### src/design/hrmp_pkg.sv
// Package for the heart rate measurement parser.
// Holds the item and result structs, flag bit positions and command codes.
// No dependencies; imported by every module of the block except hrmp_checker.
`timescale 1ns / 1ps

package hrmp_pkg;

  // Command carried in tuser of the input channel
  localparam logic CMD_PACKET = 1'b0;
  localparam logic CMD_CLEAR  = 1'b1;

  // Bit positions inside the flag byte
  localparam int FLAG_RATE16_BIT = 0;   // 0x01: 16-bit rate
  localparam int FLAG_ENERGY_BIT = 3;   // 0x08: energy field present
  localparam int FLAG_RR_BIT     = 4;   // 0x10: RR intervals present

  // Packet byte counter saturates here
  localparam logic [5:0] INDEX_MAX = 6'd63;

  // RR conversion: raw * 1000 / 1024
  localparam logic [9:0] RR_MS_SCALE = 10'd1000;
  localparam int         RR_SHIFT    = 10;

  // One input item
  typedef struct packed {
    logic       cmd;
    logic [7:0] byte_value;
    logic       last_byte;
  } hrmp_item_t;

  // One result item
  typedef struct packed {
    logic [15:0] heart_rate;
    logic [15:0] rr_ms;
    logic        packet_accepted;
  } hrmp_result_t;

endpackage

### src/design/hrmp_in_reg.sv
// Input register of the heart rate measurement parser.
// Captures one transfer from the input channel; depends on hrmp_pkg.
`timescale 1ns / 1ps

module hrmp_in_reg (
  input  logic              clk,
  input  logic              rst_n,
  input  logic              in_valid,
  output logic              in_ready,
  input  hrmp_pkg::hrmp_item_t in_item,
  output logic              hold_valid,
  output hrmp_pkg::hrmp_item_t hold_item,
  input  logic              hold_take
);
  import hrmp_pkg::*;

  logic       valid_r;
  logic       valid_nxt;
  hrmp_item_t item_r;

  // Accept when empty or when the held item leaves this cycle
  assign in_ready  = !valid_r || hold_take;
  assign valid_nxt = in_ready ? in_valid : valid_r;

  // Hold the valid flag
  always_ff @(posedge clk) begin
    if (!rst_n) begin
      valid_r <= 1'b0;
    end else begin
      valid_r <= valid_nxt;
    end
  end

  // Load the payload on each transfer
  always_ff @(posedge clk) begin
    if (in_valid && in_ready) begin
      item_r <= in_item;
    end
  end

  assign hold_valid = valid_r;
  assign hold_item  = item_r;

endmodule

### src/design/hrmp_parser.sv
// Packet parser and kept-value state of the heart rate measurement parser.
// Updates per-packet state for each item and forms the result; uses hrmp_pkg.
`timescale 1ns / 1ps

module hrmp_parser #(
  parameter int MAX_PACKET = 32
) (
  input  logic                  clk,
  input  logic                  rst_n,
  input  logic                  hold_valid,
  input  hrmp_pkg::hrmp_item_t  hold_item,
  output logic                  hold_take,
  input  logic                  slot_free,
  output logic                  res_valid,
  output hrmp_pkg::hrmp_result_t res
);
  import hrmp_pkg::*;

  localparam logic [5:0] MAX_POS = 6'(MAX_PACKET);

  logic [5:0]  byte_index_r,      byte_index_nxt;
  logic [7:0]  flag_bits_r,       flag_bits_nxt;
  logic [15:0] pending_rate_r,    pending_rate_nxt;
  logic [7:0]  rr_low_byte_r,     rr_low_byte_nxt;
  logic [15:0] pending_rr_r,      pending_rr_nxt;
  logic        pending_rr_seen_r, pending_rr_seen_nxt;
  logic [15:0] kept_rate_r,       kept_rate_nxt;
  logic [15:0] kept_rr_r,         kept_rr_nxt;

  logic        is_clear;
  logic        is_last;
  logic [5:0]  pos;
  logic        rate16;
  logic [2:0]  rr_start;
  logic        in_rr_area;
  logic        rr_high;
  logic [25:0] rr_product;
  logic [15:0] rr_ms_val;
  logic        accepted;

  assign is_clear = (hold_item.cmd == CMD_CLEAR);
  assign is_last  = hold_item.last_byte;
  assign pos      = byte_index_r;

  // Only a last packet byte needs the result slot
  assign hold_take = hold_valid && (is_clear || !is_last || slot_free);
  assign res_valid = hold_take && !is_clear && is_last;

  // Locate the RR area from the flag byte
  assign rate16     = flag_bits_r[FLAG_RATE16_BIT];
  assign rr_start   = (rate16 ? 3'd3 : 3'd2) + (flag_bits_r[FLAG_ENERGY_BIT] ? 3'd2 : 3'd0);
  assign in_rr_area = flag_bits_r[FLAG_RR_BIT] && (pos >= {3'd0, rr_start});
  assign rr_high    = pos[0] ^ rr_start[0];

  // Convert the raw RR pair to milliseconds
  assign rr_product = 26'({hold_item.byte_value, rr_low_byte_r}) * 26'(RR_MS_SCALE);
  assign rr_ms_val  = rr_product[RR_SHIFT +: 16];

  // Next state for one item
  always_comb begin
    byte_index_nxt      = byte_index_r;
    flag_bits_nxt       = flag_bits_r;
    pending_rate_nxt    = pending_rate_r;
    rr_low_byte_nxt     = rr_low_byte_r;
    pending_rr_nxt      = pending_rr_r;
    pending_rr_seen_nxt = pending_rr_seen_r;
    kept_rate_nxt       = kept_rate_r;
    kept_rr_nxt         = kept_rr_r;
    accepted            = 1'b0;

    if (hold_take) begin
      if (is_clear) begin
        // Drop any partial packet and zero the kept values
        kept_rate_nxt  = 16'd0;
        kept_rr_nxt    = 16'd0;
        byte_index_nxt = 6'd0;
      end else begin
        // Parse bytes up to the packet limit
        if (pos < MAX_POS) begin
          if (pos == 6'd0) begin
            flag_bits_nxt       = hold_item.byte_value;
            pending_rate_nxt    = 16'd0;
            pending_rr_nxt      = 16'd0;
            pending_rr_seen_nxt = 1'b0;
            rr_low_byte_nxt     = 8'd0;
          end else if (pos == 6'd1) begin
            pending_rate_nxt = {8'd0, hold_item.byte_value};
          end else if (pos == 6'd2 && rate16) begin
            pending_rate_nxt = pending_rate_r | {hold_item.byte_value, 8'd0};
          end else if (in_rr_area) begin
            if (!rr_high) begin
              rr_low_byte_nxt = hold_item.byte_value;
            end else begin
              pending_rr_nxt      = rr_ms_val;
              pending_rr_seen_nxt = 1'b1;
            end
          end
        end

        if (!is_last) begin
          // Advance the byte counter, saturating
          if (byte_index_r < INDEX_MAX) begin
            byte_index_nxt = byte_index_r + 6'd1;
          end
        end else begin
          // Commit a packet of valid length
          if (pos >= 6'd1 && pos < MAX_POS) begin
            accepted      = 1'b1;
            kept_rate_nxt = pending_rate_nxt;
            if (pending_rr_seen_nxt) begin
              kept_rr_nxt = pending_rr_nxt;
            end
          end
          byte_index_nxt = 6'd0;
        end
      end
    end
  end

  // State registers
  always_ff @(posedge clk) begin
    if (!rst_n) begin
      byte_index_r      <= 6'd0;
      flag_bits_r       <= 8'd0;
      pending_rate_r    <= 16'd0;
      rr_low_byte_r     <= 8'd0;
      pending_rr_r      <= 16'd0;
      pending_rr_seen_r <= 1'b0;
      kept_rate_r       <= 16'd0;
      kept_rr_r         <= 16'd0;
    end else begin
      byte_index_r      <= byte_index_nxt;
      flag_bits_r       <= flag_bits_nxt;
      pending_rate_r    <= pending_rate_nxt;
      rr_low_byte_r     <= rr_low_byte_nxt;
      pending_rr_r      <= pending_rr_nxt;
      pending_rr_seen_r <= pending_rr_seen_nxt;
      kept_rate_r       <= kept_rate_nxt;
      kept_rr_r         <= kept_rr_nxt;
    end
  end

  // Report the kept values after this item
  assign res.heart_rate      = kept_rate_nxt;
  assign res.rr_ms           = kept_rr_nxt;
  assign res.packet_accepted = accepted;

endmodule

### src/design/hrmp_out_reg.sv
// Result register of the heart rate measurement parser.
// Holds one result until the output transfer; depends on hrmp_pkg.
`timescale 1ns / 1ps

module hrmp_out_reg (
  input  logic                   clk,
  input  logic                   rst_n,
  input  logic                   res_valid,
  input  hrmp_pkg::hrmp_result_t res,
  output logic                   slot_free,
  output logic                   out_valid,
  input  logic                   out_ready,
  output hrmp_pkg::hrmp_result_t out_res
);
  import hrmp_pkg::*;

  logic         valid_r;
  logic         valid_nxt;
  hrmp_result_t res_r;

  // Slot is free when empty or drained this cycle
  assign slot_free = !valid_r || out_ready;
  assign valid_nxt = res_valid || (valid_r && !out_ready);

  always_ff @(posedge clk) begin
    if (!rst_n) begin
      valid_r <= 1'b0;
    end else begin
      valid_r <= valid_nxt;
    end
  end

  // Load a new result; the parser only issues one into a free slot
  always_ff @(posedge clk) begin
    if (res_valid) begin
      res_r <= res;
    end
  end

  assign out_valid = valid_r;
  assign out_res   = res_r;

endmodule

### src/design/heart_rate_measurement_parser_core.sv
// Top level of the heart rate measurement parser.
// Instantiates hrmp_in_reg, hrmp_parser and hrmp_out_reg; uses hrmp_pkg.
//
//  Channel | Direction | tdata (low bit up)            | tuser           | tlast
//  in_     | slave     | byte_value[7:0]               | cmd             | last_byte
//  out_    | master    | heart_rate[15:0], rr_ms[15:0] | packet_accepted | -
//
// One item per cycle sustained while the output accepts; the last byte of a
// packet reaches the output through the input register, then the result register.
// The parser state updates in a single pass per held item.
// Reset (rst_n low, synchronous) zeroes all state and empties both registers.
// An output stall holds back only a last packet byte, which then blocks the
// input behind it; other bytes and clear commands keep flowing.
`timescale 1ns / 1ps

module heart_rate_measurement_parser_core #(
  parameter int MAX_PACKET = 32
) (
  input  logic        clk,
  input  logic        rst_n,
  input  logic        in_tvalid,
  output logic        in_tready,
  input  logic [7:0]  in_tdata,   // [7:0] byte_value
  input  logic        in_tuser,   // [0] cmd
  input  logic        in_tlast,   // last_byte
  output logic        out_tvalid,
  input  logic        out_tready,
  output logic [31:0] out_tdata,  // [15:0] heart_rate, [31:16] rr_ms
  output logic        out_tuser   // [0] packet_accepted
);
  import hrmp_pkg::*;

  hrmp_item_t   in_item;
  hrmp_item_t   hold_item;
  logic         hold_valid;
  logic         hold_take;
  logic         slot_free;
  logic         res_valid;
  hrmp_result_t res;
  hrmp_result_t out_res;

  // Unpack the input transfer
  assign in_item.cmd        = in_tuser;
  assign in_item.byte_value = in_tdata;
  assign in_item.last_byte  = in_tlast;

  hrmp_in_reg u_in_reg (
    .clk        (clk),
    .rst_n      (rst_n),
    .in_valid   (in_tvalid),
    .in_ready   (in_tready),
    .in_item    (in_item),
    .hold_valid (hold_valid),
    .hold_item  (hold_item),
    .hold_take  (hold_take)
  );

  hrmp_parser #(
    .MAX_PACKET (MAX_PACKET)
  ) u_parser (
    .clk        (clk),
    .rst_n      (rst_n),
    .hold_valid (hold_valid),
    .hold_item  (hold_item),
    .hold_take  (hold_take),
    .slot_free  (slot_free),
    .res_valid  (res_valid),
    .res        (res)
  );

  hrmp_out_reg u_out_reg (
    .clk        (clk),
    .rst_n      (rst_n),
    .res_valid  (res_valid),
    .res        (res),
    .slot_free  (slot_free),
    .out_valid  (out_tvalid),
    .out_ready  (out_tready),
    .out_res    (out_res)
  );

  // Pack the result transfer
  assign out_tdata = {out_res.rr_ms, out_res.heart_rate};
  assign out_tuser = out_res.packet_accepted;

endmodule

### config.mk
export PLATFORM = sky130hd
export DESIGN_NAME = heart_rate_measurement_parser_core
export DESIGN_NICKNAME = d
export VERILOG_FILES = /design/src/design/hrmp_pkg.sv /design/src/design/hrmp_in_reg.sv /design/src/design/hrmp_parser.sv /design/src/design/hrmp_out_reg.sv /design/src/design/heart_rate_measurement_parser_core.sv
export SDC_FILE = /design/constraint.sdc
export NUM_CORES = 1
export LEC_CHECK = 0
export ABC_AREA = 1
export BUFFER_PORTS_ARGS = -buffer_cell sky130_fd_sc_hd__buf_2
export CAP_MARGIN = 20
export CORE_ASPECT_RATIO = 0.75
export CORE_MARGIN = 2
export CORE_UTILIZATION = 55
export DETAILED_ROUTE_END_ITERATION = 10
export PLACE_DENSITY = 0.73
export SYNTH_ARGS = -nofsm -noshare
export SYNTH_HDL_FRONTEND = slang
export SYNTH_SLANG_ARGS = --single-unit
### constraint.sdc
create_clock -name clk -period 6.9 [get_ports clk]
set_clock_uncertainty 0.2 [all_clocks]
set_input_delay 0.345 -clock clk [delete_from_list [all_inputs] [get_ports clk]]
set_output_delay 0.345 -clock clk [all_outputs]
set_load 0.01 [all_outputs]
# After elaboration in Yosys (flattened, before gate mapping)

Cells that the tools add are included.
W data, S select, Z words.

Equality and inequality tests: 5
Multipliers: 1
Bitwise gates (word level): 5
Mux-type cells: 38
Order comparisons: 4
Add/sub/neg operators: 2
Reduce and logical (&&, ||, !) cells: 26

Operators with widths:

| cell                    | count |
|---|---|
| $mux W16                | 19 |
| $mux W8                 | 5 |
| $mul A16 B7 Y23 const B | 1 |
| $mux W6                 | 3 |
| $or A16 B16 Y16         | 1 |
| $lt A6 B6 Y1 const B    | 2 |
| $mux W1                 | 10 |
| $logic_and A1 B1 Y1     | 8 |
| $reduce_and A7 Y1       | 1 |
| $add A6 B1 Y6 const B   | 1 |
| $eq A6 B1 Y1 const B    | 1 |
| $eq A6 B2 Y1 const B    | 1 |
| $ge A6 B1 Y1 const B    | 1 |
| $ge A6 B3 Y1            | 1 |
| $logic_not A6 Y1        | 1 |
| $logic_not A1 Y1        | 5 |
| $logic_or A1 B1 Y1      | 5 |
| $ne A2 B1 Y1 const B    | 2 |
| $reduce_and A2 Y1       | 2 |
| $reduce_and A4 Y1       | 1 |
| $add A3 B3 Y3           | 1 |
| $not A1 Y1              | 3 |
| $reduce_bool A3 Y1      | 1 |
| $reduce_or A3 Y1        | 1 |
| 4 further kinds         | 4 |

Register bits after elaboration: 129

# Depth between registers and ports, before layout

Word-level depth: 16
Depth in mapped cells: 24
Depth with buffers taken out: 24

# Hierarchy

From an unflattened synthesis, not the netlist that was laid out.

Cell total of the unflattened synthesis: 1000
Area, all modules: 8380.5 um^2

Modules (own cells, without submodules):

| module       | times used | cells each | area an instance (um^2) |
|---|---|---|---|
| hrmp_parser  | 1          | 944        | 6991.7 |
| hrmp_out_reg | 1          | 39         | 1037.2 |
| hrmp_in_reg  | 1          | 17         | 351.6 |

# Worst setup path after synthesis

Ideal clock, no wire load.

Kind: flip-flop to flip-flop
Start point: reg u_in_reg.item_r, in the netlist u_in_reg.hold_item[4]
End point: reg u_out_reg.res_r, in the netlist u_out_reg.out_res[16], data pin
Library setup time: 253 ps
Data arrival time: 4103 ps
Stages on the path, launching flop included: 21
Slack: 2343 ps
Cells stage by stage: edfxtp_1 -> inv_1 -> fa_1 -> fa_1 -> inv_1 -> fa_1 -> inv_1 -> fa_1 -> inv_1 -> ha_1 -> a21oi_1 -> o21a_1 -> nor2_1 -> nor2_1 -> nand3_1 -> nand2_1 -> nand2_1 -> o21ai_0 -> nand3_1 -> nand2_1 -> nand2_1

RTL lines:

| element                | line               | source |
|---|---|---|
| from (decl)            | hrmp_in_reg.sv:19  | `hrmp_item_t item_r;` |
| from (signal assigned) | hrmp_in_reg.sv:37  | `item_r <= in_item;` |
| to (signal assigned)   | hrmp_out_reg.sv:36 | `res_r <= res;` |
| to (decl)              | hrmp_out_reg.sv:19 | `hrmp_result_t res_r;` |

==> flow_metrics.env <==
export IMPL_synth_edf_count=43
export IMPL_nets=1183
export IMPL_ys_ff_latch=127
export IMPL_cts_buffers=17
export IMPL_crit_chain="inv_1 -> fa_1 -> fa_1 -> inv_1 -> fa_1 -> inv_1 -> fa_1 -> inv_1 -> ha_1 -> a21oi_1 -> o21a_1 -> nor2_1 -> nor2_1 -> nand3_1 -> nand2_1 -> nand2_1 -> o21ai_0 -> nand3_1 -> nand2_1 -> nand2_1"
export IMPL_cp_data_required_time_ns=6.87
export IMPL_worst_pin_slew_ns=0.8323
export IMPL_synthXorXnorAreaFrac_pct=1.064
export IMPL_ant_nets=0
export IMPL_grt_max_degree=73
export IMPL_fill_cells=1273
export IMPL_multi_input_area_um2=4551
export IMPL_path_delay_family="adder cells"
export IMPL_core_area_um2=14550
export IMPL_htreeDepth=4
export IMPL_fp_dieArea_um2=15970
export IMPL_ys_types=39
export IMPL_post_route_util_pct=64.10
export IMPL_slowest_stage="fa_1"
export IMPL_synth_top_family_by_area="adder cells"
export IMPL_cap_violations=0
export IMPL_final_setup_viol_count=0
export IMPL_die_y_um=110.0
export IMPL_synth_compound_area_share_pct=12.54
export IMPL_synthAdderAreaFrac_pct=21.70
export IMPL_clock_sinks=127
export IMPL_firstDrtPassIters=5
export IMPL_r2r_cells=20
export IMPL_rr_startpoint="u_in_reg.hold_item[4]$_DFFE_PP_"
export IMPL_synthMuxAreaShare_pct=0
export IMPL_fin_setup_tns_ns=0
export IMPL_cp_num_buf_inv=4
export IMPL_post_route_drc_count=0
export IMPL_area_growth_pct=13.28
export IMPL_clock_latency_ns=0.42
export IMPL_combPwrFrac_pct=34.3
export IMPL_fp_dieW_um=145.3
export IMPL_finalPower_uw=2548
export IMPL_endpoint="u_out_reg.out_res[16]$_DFFE_PP_"
export IMPL_worstPathArrival_ns=5.06
export IMPL_place_gp_congestion=0.9284
export IMPL_syn_nets=1128
export IMPL_grt_pass1_wl_mm=31.95
export IMPL_rrSetupSlack_ns=1.82
export IMPL_powerDensity_nw_per_um2=273.2
export IMPL_post_cts_buffers=0
export IMPL_pwr_share_seq_pct=31.8
export IMPL_fin_cells=1271
export IMPL_root_buffer="clkbuf_16"
export IMPL_clock_fmax_mhz=196.7
export IMPL_start_util_pct=56.59
export IMPL_leakagePower_uw=0.004239
export IMPL_avgViaCountPerCell=5.212
export IMPL_critPathLaunch="u_in_reg.hold_item[4]$_DFFE_PP_"
export IMPL_vias=6625
export IMPL_synth_cells=1003
export IMPL_grt_pass1_vias=6454
export IMPL_critPathMaxFanout=5
export IMPL_io_pins=49
export IMPL_cts_resized=0
export IMPL_yosysWarnings=0
export IMPL_outcome="finished, final reports clean"
export IMPL_p_int_uw=1590
export IMPL_max_stage_delay_ns=0.54
export IMPL_sw_frac_of_total_pct=37.58
export IMPL_rsz0062_at_grt="no"
export IMPL_start_kind="flop"
export IMPL_yosysSeqAreaShare_pct=36.11
export IMPL_synth_avg_cell_area_um2=8.208
export IMPL_wl_mm=18.81
export IMPL_grt_util_all_layers_pct=25.27
export IMPL_wl_per_cell_um=14.80
export IMPL_clock_path_buffers=2
export IMPL_gr_total_overflow=0
export IMPL_clock_power_share_pct=33.9
export IMPL_cp_end_kind="flop"
export IMPL_rows=38
export IMPL_drv_slew=0
export IMPL_drive_gt1_share_pct=10.36
export IMPL_fin_crit_sh_pct=73.68
export IMPL_layout_area_seq_um2=2973
export IMPL_antennaDiodeCount=0
export IMPL_cts_tree="done"
export IMPL_max_slew_margin_pct=44.31
export IMPL_ir_drop_v=0.0001652
export IMPL_synthSimpleGateAreaFrac_pct=19.88
export IMPL_netSwitchingPower_uw=957.7
export IMPL_antenna_found_initial=0
export IMPL_hold_violations=0
export IMPL_portBuffers=48
export IMPL_critPathKind="flop to flop"
export IMPL_place_inst=1228
export IMPL_ys_flop_type="dfxtp_1"
export IMPL_async_reset_ff_share_pct=0
export IMPL_place_detailed_hpwl_mm=14.00
export IMPL_r2r_end="u_out_reg.out_res[16]$_DFFE_PP_"
export IMPL_syn_area_um2=8233
export IMPL_cts_clk_slew_worst_paths_ns=0.06
export IMPL_drt_iter0_drc=464
export IMPL_fin_crit_ns=5.084
export IMPL_cp_num_cells=20
export IMPL_hold_slack_ns=0.01873
export IMPL_hold_path_class="primary input to flop"
## worst min-delay path by stage
stage	from	end	depth (start not counted)
3_3_place_gp	u_parser.kept_rate_r[7]$_SDFF_PN0_	u_parser.kept_rate_r[7]$_SDFF_PN0_	2
5_1_grt	out_tready	u_out_reg.out_valid$_SDFF_PN0_	4
2_1_floorplan	in_tlast	u_in_reg.hold_item[0]$_DFFE_PP_	0
6_report	out_tready	u_out_reg.out_valid$_SDFF_PN0_	4
4_1_cts	out_tready	u_out_reg.out_valid$_SDFF_PN0_	4
3_5_place_dp	u_parser.kept_rate_r[12]$_SDFF_PN0_	u_parser.kept_rate_r[12]$_SDFF_PN0_	2
## flip-flops by register name (all words and copies together), names as in the netlist
signal and flops:
u_parser.pending_rate_r 16, u_parser.flag_bits_r 3, u_parser.pending_rr_r 16, u_parser.pending_rr_seen_r 1, u_out_reg.out_valid 1, u_parser.byte_index_r 6, u_in_reg.hold_item 10, u_parser.kept_rr_r 16
u_out_reg.out_res 33, u_parser.rr_low_byte_r 8, u_parser.kept_rate_r 16, u_in_reg.hold_valid 1
## stage by stage
stage / setup slack, ns / area [µm²]
CTS: 1.808 / 9326
floorplan: 2.343 / 8233
global placement: 1.787 / 8648
finish: 1.816 / 9326
global route: 1.433 / 9326
detailed placement: 1.820 / 8648
## metal layers
layer  global-route usage (%)  part of all wire (%)  vias to the layer above
met5                        0                     0                        -
met4                    5.252                   1.1                        0
met3                    6.224                   5.1                       15
met1                    35.01                    48                     3085
met2                    40.83                    45                      158
li1                         -                     -                     3367
## area by class of cell
class	count	share of cell area, %
clock buffers	17	4.561
clock inverters	15	1.529
inverters	157	6.319
multi-input cells	690	48.79
flip-flops and latches	127	31.88
well taps	200	2.683
repair buffers	65	4.239
## power groups by stage
stage / registers (µW) / logic (µW) / clock network (µW)
floorplan: 820 / 671 / 0
global placement: 825 / 848 / 0
detailed placement: 825 / 855 / 0
CTS: 809 / 869 / 869
global route: 812 / 1010 / 905
finish: 809 / 874 / 865
## synthesized netlist by cell type, drive strengths merged (2+ instances only)
cell type | number | share of area [%]
a211oi | 3 | 0.27
a21o | 3 | 0.27
a21oi | 96 | 5.8
buf | 5 | 0.46
clkbuf | 24 | 1.1
dfxtp | 84 | 20
edfxtp | 43 | 16
fa | 53 | 13
ha | 58 | 8.8
inv | 157 | 7.2
nand2 | 202 | 9.4
nand3 | 51 | 3.3
nand3b | 8 | 0.73
nand4 | 4 | 0.30
nor2 | 98 | 5.0
nor3 | 6 | 0.50
o211ai | 11 | 1.0
o21a | 3 | 0.27
o21ai | 60 | 3.7
o21bai | 5 | 0.46
o22ai | 5 | 0.38
o31ai | 2 | 0.18
or2 | 9 | 0.68
xnor2 | 3 | 0.32
xor2 | 7 | 0.74
## logic make-up after synthesis
kind of cell             count (synthesis)
AO/OA/AOI/OAI                          190
XOR/XNOR                                10
adder cells (fa/ha/maj)                111
buffers and inverters                  186
flip-flops                             127
AND/OR/NAND/NOR                        379
## layout by cell type (no fill, tap or decap), types with 6 or more instances in the layout
| cell | netlist | layout |
|---|---|---|
| nand2_1 | 197 | 197 |
| inv_1 | 154 | 154 |
| a21oi_1 | 96 | 96 |
| nor2_1 | 93 | 92 |
| dfxtp_1 | 84 | 84 |
| ha_1 | 58 | 58 |
| o21ai_0 | 57 | 57 |
| fa_1 | 53 | 53 |
| nand3_1 | 50 | 50 |
| buf_2 | 3 | 48 |
| edfxtp_1 | 43 | 43 |
| clkbuf_16 | 0 | 17 |
| o211ai_1 | 11 | 11 |
| dlygate4sd3_1 | 0 | 11 |
| nand3b_1 | 8 | 8 |
| or2_2 | 8 | 8 |
| xor2_1 | 7 | 7 |
| inv_6 | 0 | 7 |
| buf_4 | 0 | 6 |
## tightest hold or removal path, delay by kind of cell
family	cells	cell delay [ns]
AOI/OAI and AO/OA	1	0.06
buffers and inverters	2	0.13
and+or+nand+nor	1	0.06
## timing repair
item	in CTS	in global routing
hold buffers	11	0
setup endpoints to repair	0	0
hold endpoints to repair	11	0
Power figures use the tool's default switching activity.
